==> config.mk <==
export PLATFORM = sky130hd
export DESIGN_NAME = url_percent_decoder
export DESIGN_NICKNAME = d
export VERILOG_FILES = /design/src/rtl/upd_pkg.sv /design/src/rtl/upd_front.sv /design/src/rtl/upd_queue.sv /design/src/rtl/upd_back.sv /design/src/rtl/url_percent_decoder.sv
export SDC_FILE = /design/constraint.sdc
export NUM_CORES = 1
export LEC_CHECK = 0
export BUFFER_PORTS_ARGS = -buffer_cell sky130_fd_sc_hd__buf_4
export CAP_MARGIN = 40
export CORE_MARGIN = 5
export CORE_UTILIZATION = 61
export DETAILED_ROUTE_END_ITERATION = 16
export HOLD_SLACK_MARGIN = 0.03
export PLACE_DENSITY = 0.79
export REMOVE_ABC_BUFFERS = 1
export SETUP_SLACK_MARGIN = 0.05
export SLEW_MARGIN = 5
export SYNTH_ARGS = -nofsm -noshare
export SYNTH_HDL_FRONTEND = slang
export SYNTH_SLANG_ARGS = --single-unit
==> constraint.sdc <==
create_clock -name clk_i -period 3.08 [get_ports clk_i]
set_input_delay 0.462 -clock clk_i [delete_from_list [all_inputs] [get_ports clk_i]]
set_output_delay 0.462 -clock clk_i [all_outputs]
set_load 0.1 [all_outputs]
==> src/rtl/upd_pkg.sv <==
package upd_pkg;

  localparam logic [7:0] ChPlus  = 8'h2B;
  localparam logic [7:0] ChPct   = 8'h25;
  localparam logic [7:0] ChSpace = 8'h20;

  localparam int unsigned QueueDepthDefault = 4;

  localparam int unsigned RecBytes = 3;

  // decoded bytes produced by one input beat, oldest in slot 0
  typedef struct packed {
    logic [1:0]                cnt;
    logic [RecBytes-1:0][7:0]  bytes;
    logic                      last;
  } upd_rec_t;

endpackage

==> src/rtl/upd_front.sv <==
module upd_front import upd_pkg::*; (
  input  logic     clk_i,
  input  logic     rst_ni,
  input  logic     accept_i,
  input  logic [7:0] in_byte_i,
  input  logic     in_last_i,
  output logic     rec_push_o,
  output upd_rec_t rec_o
);

  typedef enum logic [1:0] {
    PhIdle  = 2'd0,
    PhPct   = 2'd1,
    PhDigit = 2'd2
  } phase_e;

  phase_e     phase_q, phase_d;
  logic [7:0] held_q, held_d;

  function automatic logic is_hex(input logic [7:0] c);
    return (c >= 8'h30 && c <= 8'h39) || (c >= 8'h61 && c <= 8'h66) ||
           (c >= 8'h41 && c <= 8'h46);
  endfunction

  function automatic logic [3:0] hex_val(input logic [7:0] c);
    logic [7:0] v;
    v = 8'h00;
    if (c >= 8'h30 && c <= 8'h39) v = c - 8'h30;
    else if (c >= 8'h61 && c <= 8'h66) v = c - 8'h57;
    else if (c >= 8'h41 && c <= 8'h46) v = c - 8'h37;
    return v[3:0];
  endfunction

  logic       starts_esc;
  logic [7:0] plain_byte;
  logic       b_hex;

  assign starts_esc = (in_byte_i == ChPct) && !in_last_i;
  assign plain_byte = (in_byte_i == ChPlus) ? ChSpace : in_byte_i;
  assign b_hex      = is_hex(in_byte_i);

  always_comb begin
    phase_d   = phase_q;
    held_d    = held_q;
    rec_o     = '0;
    rec_o.last = in_last_i;
    case (phase_q)
      PhPct: begin
        if (b_hex && !in_last_i) begin
          held_d  = in_byte_i;
          phase_d = PhDigit;
        end else begin
          rec_o.bytes[0] = ChPct;
          if (starts_esc) begin
            rec_o.cnt = 2'd1;
            phase_d   = PhPct;
          end else begin
            rec_o.cnt      = 2'd2;
            rec_o.bytes[1] = plain_byte;
            phase_d        = PhIdle;
          end
        end
      end
      PhDigit: begin
        if (b_hex) begin
          rec_o.cnt      = 2'd1;
          rec_o.bytes[0] = {hex_val(held_q), hex_val(in_byte_i)};
          phase_d        = PhIdle;
        end else begin
          rec_o.bytes[0] = ChPct;
          rec_o.bytes[1] = held_q;
          if (starts_esc) begin
            rec_o.cnt = 2'd2;
            phase_d   = PhPct;
          end else begin
            rec_o.cnt      = 2'd3;
            rec_o.bytes[2] = plain_byte;
            phase_d        = PhIdle;
          end
        end
      end
      default: begin
        if (starts_esc) begin
          phase_d = PhPct;
        end else begin
          rec_o.cnt      = 2'd1;
          rec_o.bytes[0] = plain_byte;
          phase_d        = PhIdle;
        end
      end
    endcase
  end

  assign rec_push_o = accept_i && (rec_o.cnt != 2'd0);

  always_ff @(posedge clk_i or negedge rst_ni) begin
    if (!rst_ni) begin
      phase_q <= PhIdle;
      held_q  <= 8'h00;
    end else if (accept_i) begin
      phase_q <= phase_d;
      held_q  <= held_d;
    end
  end

endmodule

==> src/rtl/upd_queue.sv <==
module upd_queue import upd_pkg::*; #(
  parameter int unsigned Depth = QueueDepthDefault
) (
  input  logic     clk_i,
  input  logic     rst_ni,
  input  logic     push_i,
  input  upd_rec_t wdata_i,
  input  logic     pop_i,
  output upd_rec_t rdata_o,
  output logic     full_o,
  output logic     empty_o
);

  localparam int unsigned PtrW = (Depth > 1) ? $clog2(Depth) : 1;
  localparam int unsigned CntW = $clog2(Depth + 1);
  localparam logic [PtrW-1:0] PtrMax = PtrW'(Depth - 1);
  localparam logic [CntW-1:0] CntFull = CntW'(Depth);

  upd_rec_t            mem_q [Depth];
  logic [PtrW-1:0]     wr_ptr_q, rd_ptr_q;
  logic [CntW-1:0]     cnt_q;

  assign full_o  = (cnt_q == CntFull);
  assign empty_o = (cnt_q == '0);
  assign rdata_o = mem_q[rd_ptr_q];

  always_ff @(posedge clk_i) begin
    if (push_i) begin
      mem_q[wr_ptr_q] <= wdata_i;
    end
  end

  always_ff @(posedge clk_i or negedge rst_ni) begin
    if (!rst_ni) begin
      wr_ptr_q <= '0;
      rd_ptr_q <= '0;
      cnt_q    <= '0;
    end else begin
      if (push_i) begin
        wr_ptr_q <= (wr_ptr_q == PtrMax) ? '0 : wr_ptr_q + 1'b1;
      end
      if (pop_i) begin
        rd_ptr_q <= (rd_ptr_q == PtrMax) ? '0 : rd_ptr_q + 1'b1;
      end
      if (push_i && !pop_i) begin
        cnt_q <= cnt_q + 1'b1;
      end else if (pop_i && !push_i) begin
        cnt_q <= cnt_q - 1'b1;
      end
    end
  end

endmodule

==> src/rtl/upd_back.sv <==
module upd_back import upd_pkg::*; (
  input  logic       clk_i,
  input  logic       rst_ni,
  input  logic       rec_valid_i,
  input  upd_rec_t   rec_i,
  output logic       rec_pop_o,
  input  logic       pop_i,
  output logic       empty_o,
  output logic [7:0] out_byte_o,
  output logic       out_last_o
);

  logic [1:0] idx_q;
  logic       out_valid_q;
  logic [7:0] out_byte_q;
  logic       out_last_q;
  logic       load;
  logic       final_slot;

  assign load       = rec_valid_i && (!out_valid_q || pop_i);
  assign final_slot = (idx_q == rec_i.cnt - 2'd1);
  assign rec_pop_o  = load && final_slot;

  always_ff @(posedge clk_i or negedge rst_ni) begin
    if (!rst_ni) begin
      idx_q       <= 2'd0;
      out_valid_q <= 1'b0;
    end else begin
      if (load) begin
        out_valid_q <= 1'b1;
        idx_q       <= final_slot ? 2'd0 : idx_q + 2'd1;
      end else if (pop_i) begin
        out_valid_q <= 1'b0;
      end
    end
  end

  always_ff @(posedge clk_i) begin
    if (load) begin
      out_byte_q <= rec_i.bytes[idx_q];
      out_last_q <= rec_i.last && final_slot;
    end
  end

  assign empty_o    = !out_valid_q;
  assign out_byte_o = out_byte_q;
  assign out_last_o = out_last_q;

endmodule

==> src/rtl/url_percent_decoder.sv <==
// channel   direction  beat taken when     fields
// input     in         push_i & !full_o    in_byte_i[7:0], in_last_i
// result    out        pop_i & !empty_o    out_byte_o[7:0], out_last_o
//
// one input beat per cycle while full_o is low; each beat turns into 0 to 3 result bytes
// the result side drains one byte per cycle from the record queue while pop_i takes
// each byte; an escape flush of 2 or 3 bytes leaves as that many separate result bytes
// full_o rises when the record queue (QueueDepth entries) is full
// reset clears the escape state, the queue and the output valid flag
// a result passes through the record queue and then the output register before it shows
module url_percent_decoder import upd_pkg::*; #(
  parameter int unsigned QueueDepth = QueueDepthDefault
) (
  input  logic       clk_i,
  input  logic       rst_ni,
  input  logic       push_i,
  output logic       full_o,
  input  logic [7:0] in_byte_i,
  input  logic       in_last_i,
  output logic       empty_o,
  input  logic       pop_i,
  output logic [7:0] out_byte_o,
  output logic       out_last_o
);

  upd_rec_t rec_in, rec_head;
  logic     rec_push, rec_pop;
  logic     q_full, q_empty;
  logic     accept;

  assign full_o = q_full;
  assign accept = push_i && !q_full;

  upd_front u_front (
    .clk_i      (clk_i),
    .rst_ni     (rst_ni),
    .accept_i   (accept),
    .in_byte_i  (in_byte_i),
    .in_last_i  (in_last_i),
    .rec_push_o (rec_push),
    .rec_o      (rec_in)
  );

  upd_queue #(
    .Depth (QueueDepth)
  ) u_queue (
    .clk_i   (clk_i),
    .rst_ni  (rst_ni),
    .push_i  (rec_push),
    .wdata_i (rec_in),
    .pop_i   (rec_pop),
    .rdata_o (rec_head),
    .full_o  (q_full),
    .empty_o (q_empty)
  );

  upd_back u_back (
    .clk_i       (clk_i),
    .rst_ni      (rst_ni),
    .rec_valid_i (!q_empty),
    .rec_i       (rec_head),
    .rec_pop_o   (rec_pop),
    .pop_i       (pop_i),
    .empty_o     (empty_o),
    .out_byte_o  (out_byte_o),
    .out_last_o  (out_last_o)
  );

endmodule

## Word-level counts from Yosys, hierarchy flattened

Memories as Yosys holds them, arrays and structs flattened.
Index checks and enable logic that the tools add are counted.

| storage, ports and cells | value |
|---|---|
| word-level logic and storage cells | 107 |
| register bits after elaboration | 29 |
| output and inout port bits | 11 |
| memory bits (writable) | 108 |
| memories | 1 |
| input port bits | 13 |

Memory list:

| memory | depth | width | rd ports | clocked after memory_dff | write ports | RTL line | text |
|---|---|---|---|---|---|---|---|
| u_queue.mem_q | 4 | 27 | 1 | 0 | 1 | upd_queue.sv:19 | `upd_rec_t mem_q [Depth];` |

| operators by class | value |
|---|---|
| reductions and logical operators | 29 |
| eq/ne operators | 8 |
| muxes and demuxes | 35 |
| $lt $le $gt $ge | 13 |
| add/subtract/negate cells | 12 |

Operators by type and width:

| operator | count |
|---|---|
| 8-bit 2-to-1 mux | 5 |
| 8-bit by 7-bit greater-or-equal comparator with 1-bit output, second input constant | 4 |
| 8-bit by 7-bit <= comparator with 1-bit output, second input constant | 4 |
| 16-bit 2-to-1 mux | 2 |
| 8-bit case mux with 2 select lines | 2 |
| 4-bit 2-to-1 mux | 6 |
| 8-bit binary-select mux with 2-bit select | 1 |
| 8-bit by 6-bit equality test with 1-bit output, second input constant | 2 |
| 8-bit by 6-bit greater-or-equal comparator with 1-bit output, second input constant | 2 |
| 8-bit by 6-bit <= comparator with 1-bit output, second input constant | 2 |
| 2-bit 2-to-1 mux | 8 |
| 4-bit by 3-bit subtractor with 4-bit output, second input constant | 4 |
| 1-bit logical AND | 15 |
| 2-bit case mux with 2 select lines | 2 |
| 4-bit by 1-bit subtractor with 4-bit output, second input constant | 2 |
| 1-bit 2-to-1 mux | 7 |
| 2-bit by 1-bit adder with 2-bit output, second input constant | 3 |
| 2-bit equality test, second input constant | 3 |
| 1-bit logical NOT | 6 |
| 3-bit 2-to-1 mux | 2 |
| 2-bit nonzero test | 3 |
| 3-bit by 1-bit adder with 3-bit output, second input constant | 1 |
| 3-bit equality test, second input constant | 1 |
| 3-bit logical NOT | 1 |
| 7 further kinds | 9 |

## Depth between registers and ports, before layout

| depth | value |
|---|---|
| depth after elaboration | 13 |
| gate-level depth with buffers | 13 |
| depth with buffers taken out | 12 |

## By module

Synthesis repeated with hierarchy kept, for this count alone.

| unflattened totals | value |
|---|---|
| cells, all modules | 375 |
| area total of the unflattened synthesis | 6127.1 um2 |

By module, submodules not included:

| module | cells an instance | times used | area each (um2) |
|---|---|---|---|
| upd_queue | 178 | 1 | 4321.6 |
| upd_front | 137 | 1 | 1147.4 |
| upd_back | 58 | 1 | 640.6 |
| url_percent_decoder | 2 | 1 | 17.5 |

## Worst setup path before layout

No wires, ideal clock.

| timing path | value |
|---|---|
| kind | register to register |
| from | register u_queue.cnt_q[0] |
| to | register u_queue.cnt_q[1] |
| setup slack | -1.118 ns |
| clock period less this slack | 4.198 ns |
| library setup time | 0.125 ns |
| cell stages (with the launch flop) | 9 |
| data arrival time | 4.073 ns |
| path through | dfrtp_1 -> nor3b_1 -> nor3b_1 -> o21ai_0 -> a31oi_2 -> ha_1 -> inv_1 -> fa_1 -> mux2_2 |

| on the way | value |
|---|---|
| cells in the longest elaborated chain, start to end | 7 |
| elaborated cells between the ends (all ways) | 17 |

RTL lines:

| element | RTL line | text |
|---|---|---|
| from (decl) | upd_queue.sv:21 | `logic [CntW-1:0] cnt_q;` |
| from (signal assigned) | upd_queue.sv:46 | `cnt_q <= cnt_q + 1'b1;` |
| from (signal assigned) | upd_queue.sv:48 | `cnt_q <= cnt_q - 1'b1;` |
| 3-bit equality test * | upd_queue.sv:23 | `assign full_o = (cnt_q == CntFull);` |
| via full_o | url_percent_decoder.sv:17 | `output logic full_o,` |
| 1-bit logical NOT * | url_percent_decoder.sv:32 | `assign accept = push_i && !q_full;` |
| 1-bit logical AND * | url_percent_decoder.sv:32 |  |
| 1-bit logical AND * | upd_front.sv:94 | `assign rec_push_o = accept_i && (rec_o.cnt != 2'd0);` |
| via rec_push | url_percent_decoder.sv:27 | `logic rec_push, rec_pop;` |
| 1-bit logical NOT | upd_queue.sv:47 | `end else if (pop_i && !push_i) begin` |
| 1-bit logical AND | upd_queue.sv:47 |  |
| 2-bit nonzero test (no source line) | -- |  |

Mark *: on every way through the listed nets, which the timed path passes. The rest lies on a longest branch. The select of a mux whose other input is x is not followed.
A chain may end at the register's enable or synchronous reset.

## Worst setup path after layout

| timing path | value |
|---|---|
| from | register u_queue.rd_ptr_q[0] |
| to | register u_queue.cnt_q[2] |

| on the way | value |
|---|---|
| cells in the longest elaborated chain, start to end | 7 |
| elaborated cells between the ends (all ways) | 9 |

RTL lines:

| element | RTL line | text |
|---|---|---|
| from (decl) | upd_queue.sv:20 | `logic [PtrW-1:0] wr_ptr_q, rd_ptr_q;` |
| from (signal assigned) | upd_queue.sv:43 | `rd_ptr_q <= (rd_ptr_q == PtrMax) ? '0 : rd_ptr_q + 1'b1;` |
| memory read 4 x 27 bit * | -- |  |
| 2-bit by 1-bit subtractor with 2-bit output * | upd_back.sv:21 | `assign final_slot = (idx_q == rec_i.cnt - 2'd1);` |
| 2-bit equality test * | upd_back.sv:21 |  |
| 1-bit logical AND * | upd_back.sv:22 | `assign rec_pop_o = load && final_slot;` |
| 1-bit logical NOT | upd_queue.sv:45 | `if (push_i && !pop_i) begin` |
| 1-bit logical AND | upd_queue.sv:45 |  |
| 3-bit 2-to-1 mux or 2-bit nonzero test (tied branches) | -- |  |

Every way passes the cells marked *; elsewhere a longest branch is shown, timed or not.

==> results.sh <==
export IMPL_status="complete, no violations"
export IMPL_drv_slew=0
export IMPL_setup_violations=0
export IMPL_crit_path_start="u_queue.rd_ptr_q[0]$_DFFE_PN0P_"
export IMPL_fin_nets=460
export IMPL_final_common_cell="edfxtp_1"
export IMPL_clkTransAtPathRegs_ns=0.06
export IMPL_dr_pass1_iters=6
export IMPL_htreeDepth=4
export IMPL_synth_ff_type="edfxtp_1"
export IMPL_hold_path_class="in2reg"
export IMPL_yosysWarnings=0
export IMPL_route_detailed_drc=0
export IMPL_skew_ns=0.0109
export IMPL_avgSynthCellArea_um2=15.9
export IMPL_final_design_area_no_fill_um2=7160
export IMPL_synthToLayoutAreaGrowth_pct=16.0
export IMPL_max_freq_mhz=359
export IMPL_irDropWorstVdd_mv=0.496
export IMPL_finalPower_uw=6750
export IMPL_placed_area_um2=6600
export IMPL_clock_sinks=137
export IMPL_yosysSeqAreaShare_pct=65.0
export IMPL_grt_pass1_vias=3517
export IMPL_tritoncts="done"
export IMPL_place_congestion=0.941
export IMPL_fin_hold_ws_ns=0.132
export IMPL_num_vias=3607
export IMPL_power_density_nw_per_um2=942
export IMPL_cp_endpoint="u_queue.cnt_q[2]$_DFFE_PN0P_"
export IMPL_grt_max_degree=28
export IMPL_worstMarginPinSlew_ns=0.697
export IMPL_drive_above_1_share_pct=26.4
export IMPL_rsz0062_at_grt="no"
export IMPL_clock_latency_ns=0.52
export IMPL_syn_area_um2=6180
export IMPL_startpoint_type="flip-flop"
export IMPL_drtIter0Drc=352
export IMPL_critPathCaptureType="flip-flop"
export IMPL_core_area_um2=9820
export IMPL_synth_distinct_cells=50
export IMPL_reg2reg_depth=11
export IMPL_r2r_start="u_queue.rd_ptr_q[0]$_DFFE_PN0P_"
export IMPL_grt_pass1_wl_mm=20.3
export IMPL_start_util_pct=62.9
export IMPL_worstReg2RegEnd="u_queue.cnt_q[2]$_DFFE_PN0P_"
export IMPL_crit_type="reg2reg"
export IMPL_critPathMaxFanout=7
export IMPL_arrival_ns=3.23
export IMPL_cts_root_buf="clkbuf_8"
export IMPL_totalWireLength_mm=12.5
export IMPL_dp_slack_ns=0.137
export IMPL_via_per_inst=6.26
export IMPL_period_share_pct=90.5
export IMPL_cts_made_buffers=17
export IMPL_max_slew_margin_rel_pct=53.1
export IMPL_synth_seq_cells=137
export IMPL_ys_async_sr_fraction_pct=14.6
export IMPL_synth_edf_count=117
export IMPL_layout_common_cells="edfxtp_1 (117), buf_4 (33), inv_1 (31)"
export IMPL_hold_viol_final=0
export IMPL_p_leak_uw=0.00260
export IMPL_portBuffers=23
export IMPL_place_hpwl_mm=7.56
export IMPL_grt_antenna_before_repair=0
export IMPL_rrSetupSlack_ns=0.29
export IMPL_drtAntennaViolNets=0
export IMPL_track_usage_pct=22.0
export IMPL_fin_ws_ns=0.292
export IMPL_clockBufferDepth=2
export IMPL_rows=36
export IMPL_required_ns=3.52
export IMPL_die_w_um=111
export IMPL_wl_per_cell_um=21.7
export IMPL_overflow=0
export IMPL_die_h_um=111
export IMPL_die_area_um2=12200
export IMPL_io_pin_count=24
export IMPL_finalCriticalPeriod_ns=2.79
export IMPL_maxCapViolations=0
export IMPL_cts_setup_buffers=0
export IMPL_synth_cells=389
export IMPL_antenna_cells=0
[critical path, stage by stage (launching register included)]
cell	delay, ns
dfrtp_2	0.45
mux4_2	0.58
xnor2_2	0.19
mux2i_1	0.26
nor2_1	0.12
inv_1	0.08
ha_1	0.17
inv_1	0.06
fa_1	0.37
xor2_1	0.17
nor2_1	0.11
xor2_1	0.15
[worst min-delay path by stage]
stage / end / from / cells past startpoint
3_5_place_dp: u_queue.cnt_q[0]$_DFFE_PN0P_ / rst_ni / 1
6_report: u_back.out_valid_q$_DFFE_PN0P_ / pop_i / 2
4_1_cts: u_back.out_valid_q$_DFFE_PN0P_ / pop_i / 2
5_1_grt: u_back.out_valid_q$_DFFE_PN0P_ / pop_i / 2
3_3_place_gp: u_queue.cnt_q[0]$_DFFE_PN0P_ / rst_ni / 1
2_1_floorplan: u_back.idx_q[0]$_DFFE_PN0P_ / rst_ni / 0
[area by class of cell]
type / instances / area, µm²
Tap cell: 133 / 166
Inverter: 31 / 116
Clock inverter: 14 / 125
Timing Repair Buffer: 38 / 338
Multi-Input combinational cell: 205 / 1990
Fill cell: 613 / 2660
Clock buffer: 18 / 418
Sequential cell: 137 / 4020
[cell families (layout without fill, tap and decap cells)]
family	count (synthesis)	count (layout)	share of synthesized area, %
AOI/OAI and AO/OA	57	57	6.77
DFF	137	137	65.0
xor gates and xnor gates	7	7	0.993
and+or+nand+nor	73	73	6.77
buffers and inverters	47	101	2.98
muxes	51	51	13.9
adders and majority gates	17	17	3.57
[sequential cells by signal, summed over array words and instances (netlist names)]
register,cells
u_front.phase_q,2
u_queue.cnt_q,3
u_back.out_byte_o,8
u_back.idx_q,2
u_queue.wr_ptr_q,2
u_queue.rd_ptr_q,2
u_front.held_q,8
u_back.out_valid_q,1
u_back.out_last_o,1
u_queue.mem_q,108
[through the flow]
step / std cells / setup TNS, ns / utilization (%)
5_1_grt: 576 / 0 / 73.0
3_5_place_dp: 543 / 0 / 67.3
2_1_floorplan: 373 / -104.59 / -
3_3_place_gp: 543 / 0 / 67.3
6_report: 576 / 0 / 73.0
4_1_cts: 576 / 0 / 72.9
[power breakdown]
part / switching [µW] / internal [µW]
Clock: 762 / 1070
Combinational: 1390 / 865
Sequential: 172 / 2490
Total: 2320 / 4430
[cells in the mapped netlist (all sizes together) (4+ instances only)]
master  count  area (µm²)
buf         8        37.5
a21oi       9        52.6
a22oi       5        37.5
xnor2       4        35.0
nor2       19        71.3
mux4       27         608
o211ai      4        35.0
a31oi       4        31.3
nor2b       4        25.0
mux2       10         113
inv        31         116
o22ai       8        50.1
nor3b       4        35.0
and2       11        68.8
edfxtp    117        3510
nand3       4        20.0
a22o        4        35.0
dfrtp      20         500
clkbuf      8        30.0
nand2      11        41.3
ha         16         200
o21ai       5        25.0
mux2i      14         140
[timing repair]
item,CTS,global route
hold buffers,1,0
gates resized for setup,0,1
setup endpoints to repair,0,1
hold endpoints to repair,20,0
[routing by layer]
| layer | GRT usage [%] | vias up | wire [µm] |
|---|---|---|---|
| met2 | 34.6 | 177 | 6390 |
| met1 | 30.7 | 1819 | 5120 |
| met3 | 5.20 | 16 | 798 |
| li1 | - | 1595 | - |
| met5 | 0 | - | 0 |
| met4 | 7.06 | 0 | 201 |
Power figures use the tool's default switching activity.
